[config.mk]
export PLATFORM = sky130hd
export DESIGN_NAME = timestamp_range_record_search_top
export DESIGN_NICKNAME = d
export VERILOG_FILES = /design/src/rtl/core/tsr_pkg.sv /design/src/rtl/core/timestamp_range_record_search_top.sv
export VERILOG_INCLUDE_DIRS = /design/src /design/src/rtl/core
export SDC_FILE = /design/constraint.sdc
export NUM_CORES = 1
export LEC_CHECK = 0
export ABC_CLOCK_PERIOD_IN_PS = 4490
export BUFFER_PORTS_ARGS = -buffer_cell sky130_fd_sc_hd__buf_4
export CAP_MARGIN = 10
export CORE_UTILIZATION = 30
export DETAILED_ROUTE_END_ITERATION = 12
export PLACE_DENSITY_LB_ADDON = 0.12
export SYNTH_ARGS = -nofsm -noshare
export SYNTH_HDL_FRONTEND = slang
export SYNTH_SLANG_ARGS = --single-unit
[constraint.sdc]
create_clock -name aclk -period 4.49 [get_ports aclk]
set_clock_uncertainty 0.2 [all_clocks]
set_input_delay 0.6735 -clock aclk [delete_from_list [all_inputs] [get_ports aclk]]
set_output_delay 0.6735 -clock aclk [all_outputs]
set_load 0.03 [all_outputs]
[src/rtl/core/assert_macros.svh]
// Concurrent assertion helpers shared by the RTL
`ifndef ASSERT_MACROS_SVH
`define ASSERT_MACROS_SVH

// Same-cycle implication
`define TSR_ASSERT_IMPL(label, clk, rstn, ante, cons, msg) \
    label: assert property (@(posedge clk) disable iff (!rstn) (ante) |-> (cons)) else $error(msg);

// Next-cycle implication
`define TSR_ASSERT_NEXT(label, clk, rstn, ante, cons, msg) \
    label: assert property (@(posedge clk) disable iff (!rstn) (ante) |=> (cons)) else $error(msg);

`endif

[src/rtl/core/tsr_pkg.sv]
package tsr_pkg;

    localparam int FIELD_W    = 7;
    localparam int NUM_FIELDS = 5;
    localparam int STAMP_W    = FIELD_W * NUM_FIELDS;
    localparam int INDEX_W    = 10;
    localparam int CFG_ADDR_W = 1;
    localparam int S_DATA_W   = 40;
    localparam int M_DATA_W   = 24;

    typedef logic [STAMP_W-1:0] stamp_t;
    typedef logic [INDEX_W-1:0] index_t;

    typedef enum logic [CFG_ADDR_W-1:0] {
        REG_QUERY_START = 1'b0,
        REG_QUERY_END   = 1'b1
    } cfg_reg_t;

endpackage

[src/rtl/core/timestamp_range_record_search_top.sv]
// Timestamp range record search.
// Input stream: one log record per transaction. s_tdata carries the decoded
// year, month, day, hour and minute (7 bits each, year lowest), s_tuser the
// blank flag and s_tlast marks the final record of a scan. The record at
// position NUM_RECORDS-1 also closes the scan.
// Output stream: one transaction per scan, after its final record, with the
// start and end record indexes and their found flags.
// The query bounds are set through cfg_wr_en/cfg_addr/cfg_wdata between
// scans; a zero bound takes the stamp of record 0 instead.
// Timing: a record is registered on acceptance and folded into the running
// best start and end from the input register; folding the final record
// loads the result register, which drives m_tvalid. One record per cycle is
// taken, set by the single compare-and-update stage, except as follows.
// When the result waits on m_tready, records that do not close a scan keep
// flowing; a closing record holds in the input register until the result
// register frees. Reset (aresetn low, synchronous) clears the bounds, the
// scan state and both valid flags.
`include "assert_macros.svh"

module timestamp_range_record_search_top #(
    parameter int NUM_RECORDS = 1024
) (
    input  logic                                aclk,
    input  logic                                aresetn,
    input  logic                                cfg_wr_en,
    input  logic [tsr_pkg::CFG_ADDR_W-1:0]      cfg_addr,
    input  logic [tsr_pkg::STAMP_W-1:0]         cfg_wdata,
    input  logic                                s_tvalid,
    output logic                                s_tready,
    // rec_year, rec_month, rec_day, rec_hour, rec_minute, zero pad
    input  logic [tsr_pkg::S_DATA_W-1:0]        s_tdata,
    // record_blank
    input  logic                                s_tuser,
    input  logic                                s_tlast,
    output logic                                m_tvalid,
    input  logic                                m_tready,
    // start found, start record position, end found, end record position, zero pad
    output logic [tsr_pkg::M_DATA_W-1:0]        m_tdata
);

    localparam int POS_W = (NUM_RECORDS > 2) ? $clog2(NUM_RECORDS) : 1;
    localparam int EXT_W = (POS_W > tsr_pkg::INDEX_W) ? POS_W : tsr_pkg::INDEX_W;
    localparam int FW    = tsr_pkg::FIELD_W;

    logic [tsr_pkg::STAMP_W-1:0] query_start_reg;
    logic [tsr_pkg::STAMP_W-1:0] query_end_reg;

    logic                        in_valid_reg;
    logic                        in_blank_reg;
    logic                        in_last_reg;
    tsr_pkg::stamp_t             in_stamp_reg;

    logic [POS_W-1:0]            pos_reg, pos_next;
    tsr_pkg::stamp_t             first_stamp_reg, first_stamp_next;
    tsr_pkg::stamp_t             best_start_reg, best_start_next;
    tsr_pkg::stamp_t             best_end_reg, best_end_next;
    logic [POS_W-1:0]            start_pos_reg, start_pos_next;
    logic [POS_W-1:0]            end_pos_reg, end_pos_next;
    logic                        start_valid_reg, start_valid_next;
    logic                        end_valid_reg, end_valid_next;

    logic                        out_valid_reg;
    logic                        out_start_found_reg;
    tsr_pkg::index_t             out_start_idx_reg;
    logic                        out_end_found_reg;
    tsr_pkg::index_t             out_end_idx_reg;

    tsr_pkg::stamp_t             s_stamp;
    tsr_pkg::stamp_t             first_eff;
    logic                        closing;
    logic                        advance;
    logic                        take_start;
    logic                        take_end;
    logic [EXT_W-1:0]            start_ext;
    logic [EXT_W-1:0]            end_ext;

    assign s_stamp = {s_tdata[FW-1:0], s_tdata[2*FW-1:FW], s_tdata[3*FW-1:2*FW],
                      s_tdata[4*FW-1:3*FW], s_tdata[5*FW-1:4*FW]};

    assign closing  = in_last_reg || (pos_reg >= POS_W'(NUM_RECORDS - 1));
    assign advance  = in_valid_reg && (!closing || !out_valid_reg || m_tready);
    assign s_tready = !in_valid_reg || advance;

    always_ff @(posedge aclk) begin
        if (!aresetn) begin
            query_start_reg <= '0;
            query_end_reg   <= '0;
        end else if (cfg_wr_en) begin
            case (tsr_pkg::cfg_reg_t'(cfg_addr))
                tsr_pkg::REG_QUERY_START: query_start_reg <= cfg_wdata;
                tsr_pkg::REG_QUERY_END:   query_end_reg   <= cfg_wdata;
                default: ;
            endcase
        end
    end

    always_ff @(posedge aclk) begin
        if (!aresetn) begin
            in_valid_reg <= 1'b0;
        end else if (s_tready) begin
            in_valid_reg <= s_tvalid;
        end
    end

    always_ff @(posedge aclk) begin
        if (s_tvalid && s_tready) begin
            in_blank_reg <= s_tuser;
            in_last_reg  <= s_tlast;
            in_stamp_reg <= s_stamp;
        end
    end

    always_comb begin
        first_eff = (pos_reg == '0) ? in_stamp_reg : first_stamp_reg;

        if (query_start_reg == '0) begin
            take_start = in_stamp_reg <= first_eff;
        end else begin
            take_start = (in_stamp_reg >= query_start_reg) &&
                         (!start_valid_reg || in_stamp_reg < best_start_reg);
        end

        if (query_end_reg == '0) begin
            take_end = in_stamp_reg >= first_eff;
        end else begin
            take_end = (in_stamp_reg <= query_end_reg) &&
                       (!end_valid_reg || best_end_reg == '0 ||
                        in_stamp_reg > best_end_reg);
        end
        take_start = take_start && !in_blank_reg;
        take_end   = take_end && !in_blank_reg;

        first_stamp_next = first_eff;
        best_start_next  = take_start ? in_stamp_reg : best_start_reg;
        start_pos_next   = take_start ? pos_reg : start_pos_reg;
        start_valid_next = start_valid_reg || take_start;
        best_end_next    = take_end ? in_stamp_reg : best_end_reg;
        end_pos_next     = take_end ? pos_reg : end_pos_reg;
        end_valid_next   = end_valid_reg || take_end;
        pos_next         = pos_reg + POS_W'(1);

        start_ext = start_valid_next ? EXT_W'(start_pos_next) : '0;
        end_ext   = end_valid_next ? EXT_W'(end_pos_next) : '0;
    end

    always_ff @(posedge aclk) begin
        if (!aresetn) begin
            pos_reg         <= '0;
            first_stamp_reg <= '0;
            best_start_reg  <= '0;
            best_end_reg    <= '0;
            start_pos_reg   <= '0;
            end_pos_reg     <= '0;
            start_valid_reg <= 1'b0;
            end_valid_reg   <= 1'b0;
        end else if (advance) begin
            if (closing) begin
                pos_reg         <= '0;
                first_stamp_reg <= '0;
                best_start_reg  <= '0;
                best_end_reg    <= '0;
                start_pos_reg   <= '0;
                end_pos_reg     <= '0;
                start_valid_reg <= 1'b0;
                end_valid_reg   <= 1'b0;
            end else begin
                pos_reg         <= pos_next;
                first_stamp_reg <= first_stamp_next;
                best_start_reg  <= best_start_next;
                best_end_reg    <= best_end_next;
                start_pos_reg   <= start_pos_next;
                end_pos_reg     <= end_pos_next;
                start_valid_reg <= start_valid_next;
                end_valid_reg   <= end_valid_next;
            end
        end
    end

    always_ff @(posedge aclk) begin
        if (!aresetn) begin
            out_valid_reg <= 1'b0;
        end else if (advance && closing) begin
            out_valid_reg <= 1'b1;
        end else if (m_tready) begin
            out_valid_reg <= 1'b0;
        end
    end

    always_ff @(posedge aclk) begin
        if (advance && closing) begin
            out_start_found_reg <= start_valid_next;
            out_start_idx_reg   <= start_ext[tsr_pkg::INDEX_W-1:0];
            out_end_found_reg   <= end_valid_next;
            out_end_idx_reg     <= end_ext[tsr_pkg::INDEX_W-1:0];
        end
    end

    assign m_tvalid = out_valid_reg;
    assign m_tdata  = {2'b00, out_end_idx_reg, out_end_found_reg,
                       out_start_idx_reg, out_start_found_reg};

    `TSR_ASSERT_IMPL(a_result_from_close, aclk, aresetn, $rose(out_valid_reg),
        $past(advance && closing), "result without a closing record")
    `TSR_ASSERT_NEXT(a_scan_restart, aclk, aresetn, advance && closing,
        pos_reg == '0 && !start_valid_reg && !end_valid_reg, "scan state not cleared after result")
    `TSR_ASSERT_IMPL(a_no_close_overrun, aclk, aresetn,
        in_valid_reg && closing && out_valid_reg && !m_tready, !advance,
        "closing record overwrote pending result")

endmodule
# After elaboration in Yosys (flattened, before gate mapping)
# Index checks and enable logic that the tools add are counted.
# word_totals
inputBits	83
output_inout_bits	26
elab_cells	78
regBits	268
# op_classes
reduce_logical	33
n_addsub	1
n_lt_le_gt_ge	7
n_bitwise	1
n_mux	17
# ops
op	n
35-bit 2-to-1 mux	6
35-bit zero test	3
35-bit >= comparator	2
35-bit <= comparator	2
10-bit 2-to-1 mux	5
35-bit > comparator	1
35-bit less-than comparator	1
10-bit by 1-bit adder with 10-bit output (second input constant)	1
10-bit >= comparator (second input constant)	1
10-bit zero test	1
1-bit logical OR	9
2-bit AND reduction	4
1-bit logical AND	7
1-bit zero test	6
1-bit 2-to-1 mux	6
2-bit nonzero test	3
1-bit NOT	1

# Depth between registers and ports, before layout
# depth
ltp_word	8
depth_mapped	16
depth_no_buf	14

# Worst setup path before layout
# No wires, ideal clock.
# synth_path
kind	register to register
from	register pos_reg[0]
to	register out_end_found_reg, data pin
setup_ps	262
period_less_slack_ps	4219
path_buffers	3
arrival_time_ps	3757
path_slack_ps	271
path_stages_with_launch	17
t_required_ps	4028
path_cell_list	dfxtp_1 -> inv_1 -> ha_1 -> nand4_1 -> clkbuf_1 -> buf_1 -> mux2i_1 -> ha_1 -> a21oi_1 -> o21ai_0 -> a221oi_1 -> o22ai_1 -> o31ai_1 -> o31a_1 -> nor2_1 -> buf_2 -> or2_2
# synth_between
elab_chain_len	6
# synth_rtl
item	line	source
from (decl)	timestamp_range_record_search_top.sv:53	logic [POS_W-1:0] pos_reg, pos_next;
from (signal assigned)	timestamp_range_record_search_top.sv:167	pos_reg <= pos_next;
10-bit zero test	timestamp_range_record_search_top.sv:114	first_eff = (pos_reg == '0) ? in_stamp_reg : first_stamp_reg;
35-bit 2-to-1 mux	timestamp_range_record_search_top.sv:114	
35-bit >= comparator	timestamp_range_record_search_top.sv:124	take_end = in_stamp_reg >= first_eff;
1-bit 2-to-1 mux	timestamp_range_record_search_top.sv:123	if (query_end_reg == '0) begin
1-bit logical AND	timestamp_range_record_search_top.sv:131	take_end = take_end && !in_blank_reg;
1-bit logical OR	timestamp_range_record_search_top.sv:139	end_valid_next = end_valid_reg || take_end;
named net end_valid_next	timestamp_range_record_search_top.sv:60	logic end_valid_reg, end_valid_next;
to (signal assigned)	timestamp_range_record_search_top.sv:193	out_end_found_reg <= end_valid_next;
to (decl)	timestamp_range_record_search_top.sv:65	logic out_end_found_reg;
# The timed path passes the listed nets, and every way through them passes these cells.
# A chain may end at the register's enable or synchronous reset.

# Worst setup path in the final report
# layout_path
from	register pos_reg[1]
to	register out_end_found_reg, data pin
# Same word-level chain as after synthesis.

==> metrics list <==
- The number of failing hold endpoints at the final stage is 0.
- Crit Path Category: register to register
- Entering global routing, the biggest net connects between 70 and 80 pins.
- Largest cells by area after synthesis: sky130_fd_sc_hd__dfxtp_1 29%, sky130_fd_sc_hd__ha_1 15%, sky130_fd_sc_hd__edfxtp_1 12%
- WHS: 0.09811 ns
- Number of distinct library cells after synthesis: 62
- The number of pins with negative max-slew slack in the final report was 0.
- Post-layout min period: between 4 and 5 ns
* Number of setup violations in the final report: 0
* Int Power: roughly 4.4 mW
* Antenna-violating nets left: 0
- Kind of start point of the critical path: register
- Clk sink count: around 270
- Count of flip-flops with a built-in enable after synthesis: between 50 and 60
- VDD sags by at most 0.2124 mV.
- After synthesis the netlist holds a flip-flop and latch count of 268.
- Total inserted antenna cells: 0
* Insertion delay to the later sink of the worst-skew pair: ~0.55 ns
- Worst path cell trace: inv_1, ha_1, nand4_1, buf_12, buf_4, mux2i_1, ha_1, and4_1, a221oi_1, o22ai_1, o31ai_1, o31a_1, nor2_1, buf_12, or2_2
- In this run, CTS created clock tree buffers numbering 35.
- For the worst setup path, the data required time is approximately 4.6 ns.
- The worst hold path belongs to the class input port to register.
* Max-capacitance violation count: 0
* Hold bufs inserted after CTS: 0
- For this run, the slowest stage of the critical path takes around 0.42 ns.
- Drc violations: 0
- Drt first pass iters: 5
- Clock slew at the register clock pins of the worst setup and hold paths: 0.06 ns
- Period Utilization, post-route: 93.33%
* Sum of net half-perimeters after detailed placement: 29650 um
* Unrepaired setup endpoints after global routing: false
* Initial antenna violation count: 0
* Most common flop cell mapped by yosys: sky130_fd_sc_hd__dfxtp_1
- In this run the tightest slew margin relative to its limit is 41.23%.
* Area of the core: roughly 47000 um2
- Floorplan die height: between 200 and 250 um
- Number of buffers and inverters on the critical path: 4
* Number of levels the H-tree was split into: 2
- Number of instances in the synthesized netlist: ~1.6k
- The biggest area contributor in the post-synthesis netlist is sky130_fd_sc_hd__dfxtp_1.
- Horiz. Die Dim: roughly 220 um
* All-layer global routing usage: 17.21%
* Cell types with the highest counts after synthesis: 230 x sky130_fd_sc_hd__nand2_1, 209 x sky130_fd_sc_hd__dfxtp_1, 176 x sky130_fd_sc_hd__ha_1, 153 x sky130_fd_sc_hd__inv_1, 81 x sky130_fd_sc_hd__a22o_1
- The routed layout has 11.43k vias.
* First-pass GRT wire length: 65560 um
- Root Buffer: sky130_fd_sc_hd__clkbuf_16
* Actual slew at the worst max-slew pin: a little under 0.9 ns
- Critical-path top delay cell: sky130_fd_sc_hd__dfxtp_1
- The floorplan step defined a die boundary enclosing 48960 um2.
* Worst setup EP type: register
- # rows: between 70 and 80
- Via count of the first global-routing pass: 11.38k
- In this run the static leakage power is 6.514 nW.
- RD Place Congestion: around 0.78
* Count of port buffers added during placement: 101
* Combinational fraction of design power: between 10 and 15%
- Proportion of register bits with asynchronous set or reset after synthesis: 0%
- Num ports: approximately 110
- Largest driver fanout on the critical path: 27
- At the end of the flow, the number of nets in the layout was 1936.
- Power density cells: ~350 nW/um2
- Number of fill cells: between 4k and 5k
- Wire length per cell after detailed routing: between 15 and 20 um
- Starting density of the core: roughly 31%
* Vias per Instance: about 5
* Sw Share: between 20 and 30%
- Average footprint of a synthesized cell: ~9.2 um2
- Yosys warns: 0
- Of the synthesized area, sequential elements account for 41.29%.
- Result of the run: finished, final reports clean
- Setup total negative slack on the finished layout was measured at 0 ns.
- Total congestion overflow after global routing: 0
- Worst EP arrival: 4.26 ns
- For this run, the top clock speed supported by timing is 238.6 MHz.
- CP top delay family: compound AO/OA/AOI/OAI gates
- Initial DRC Count: ~670
- Of the post-synthesis cell area, the dominant cell type holds between 20% and 30%.
- Cells with a size suffix above 1 make up ~13% of the layout.
- Clock share of power: a little over two fifths
* Most repeated cell in the gate-level netlist after synthesis: sky130_fd_sc_hd__nand2_1
- Relative area change from synthesis to final layout: 18.97%
- Cell area after synthesis: 14420 um2
- Clock tree from TritonCTS: built
* Overall routed net length: ~42000 um
* Sequential Power Share: a little over two fifths
* Maximum count of clock buffers along a single path: 3
- Power spent charging and discharging nets: between 1.5 and 2 mW
worst reg2reg max path, cell delays in order (launching register included):
cell and delay [ns]:
sky130_fd_sc_hd__dfxtp_1 0.42, sky130_fd_sc_hd__inv_1 0.12, sky130_fd_sc_hd__ha_1 0.19, sky130_fd_sc_hd__nand4_1 0.13, sky130_fd_sc_hd__buf_12 0.24, sky130_fd_sc_hd__buf_4 0.23
sky130_fd_sc_hd__mux2i_1 0.24, sky130_fd_sc_hd__ha_1 0.27, sky130_fd_sc_hd__and4_1 0.16, sky130_fd_sc_hd__a221oi_1 0.37, sky130_fd_sc_hd__o22ai_1 0.20, sky130_fd_sc_hd__o31ai_1 0.33
sky130_fd_sc_hd__o31a_1 0.28, sky130_fd_sc_hd__nor2_1 0.10, sky130_fd_sc_hd__buf_12 0.18, sky130_fd_sc_hd__or2_2 0.27
path summary, 6_finish.rpt:
kind	from	end	slack, ns	cells past startpoint
hold reg to reg	best_start_reg[0]$_SDFFE_PN0P_	best_start_reg[0]$_SDFFE_PN0P_	0.27	1
setup reg to reg	pos_reg[1]$_SDFFE_PN0P_	out_end_found_reg$_DFFE_PP_	0.30	15
setup / recovery	pos_reg[1]$_SDFFE_PN0P_	out_end_found_reg$_DFFE_PP_	0.30	15
hold / removal	s_tdata[11]	in_stamp_reg[25]$_DFFE_PP_	0.1	1
routing by layer:
layer  vias up  wire [um]  track usage (%)
li1       5828          -                -
met1      5381      19680            22.45
met2       172      19480            28.83
met3        53       1370            2.536
met4         0       1042            6.046
met5         -          0                0
cell families (layout without fill, tap and decap cells):
family | count (synthesis) | in the layout | share of synthesized area (%)
multiplexers | 43 | 43 | 2.984
AO/OA/AOI/OAI | 367 | 367 | 17.78
flip-flops | 268 | 268 | 41.29
XOR/XNOR | 7 | 7 | 0.4251
AND/OR/NAND/NOR | 474 | 474 | 15.96
other | 1 | 2 | 0.02600
buffers and inverters | 226 | 365 | 6.264
adder cells (fa/ha/maj) | 176 | 176 | 15.27
timing repair:
action | CTS | global route
setup buffers | 0 | 0
endpoints found under the hold margin | 0 | 0
setup endpoints to repair | 0 | 49
resized for setup | 0 | 2
placed cells by master (no fill, tap or decap), drive strengths merged, types with 5 or more instances in the layout:
cell type | Yosys | layout
nand4 | 47 | 47
nor2b | 8 | 8
buf | 18 | 150
o21ai | 73 | 73
ha | 176 | 176
nor4 | 31 | 31
o31ai | 5 | 5
a211oi | 5 | 5
and2 | 40 | 40
a221o | 5 | 5
a21oi | 63 | 63
clkinv | 0 | 10
inv | 153 | 154
a21o | 15 | 15
a221oi | 8 | 8
nand2b | 5 | 5
nor3 | 14 | 14
xnor2 | 7 | 7
or2 | 6 | 6
and4 | 9 | 9
dfxtp | 209 | 209
mux2i | 43 | 43
nor2 | 25 | 25
clkbuf | 55 | 50
nand3 | 48 | 48
o211ai | 13 | 13
a22o | 81 | 81
edfxtp | 59 | 59
a21boi | 74 | 74
nand2 | 230 | 230
final cells by class:
class	instances	area [um2]	area share [%]
clock buffer	50	973.4	5.673
sequential	268	5956	34.71
tap	607	759.5	4.426
multi-input combinational	1069	7621	44.41
clock inverter	12	98.84	0.5761
inverter	153	574.3	3.347
timing repair buffer	150	1176	6.854
power groups by stage:
| stage | Clock, mW | Combinational (mW) | Sequential, mW |
|---|---|---|---|
| floorplan | 0 | 0.480 | 2.66 |
| global placement | 0 | 0.765 | 2.69 |
| detailed placement | 0 | 0.779 | 2.69 |
| CTS | 2.77 | 0.783 | 2.64 |
| global route | 2.85 | 0.875 | 2.65 |
| finish | 2.66 | 0.768 | 2.63 |
stage by stage:
stage	util (%)	setup WS, ns	std cells	total power, mW	cell area [um2]
CTS	36.52	0.1580	2309	6.188	17150
global route	36.55	0.0005760	2309	6.368	17160
detailed placement	34.24	0.2189	2247	3.467	16070
finish	36.55	0.2994	2309	6.063	17160
global placement	34.24	0.3579	2247	3.453	16070
floorplan	-	0.2709	1563	3.139	14430
No activity file was read; power rests on OpenSTA's default activity.
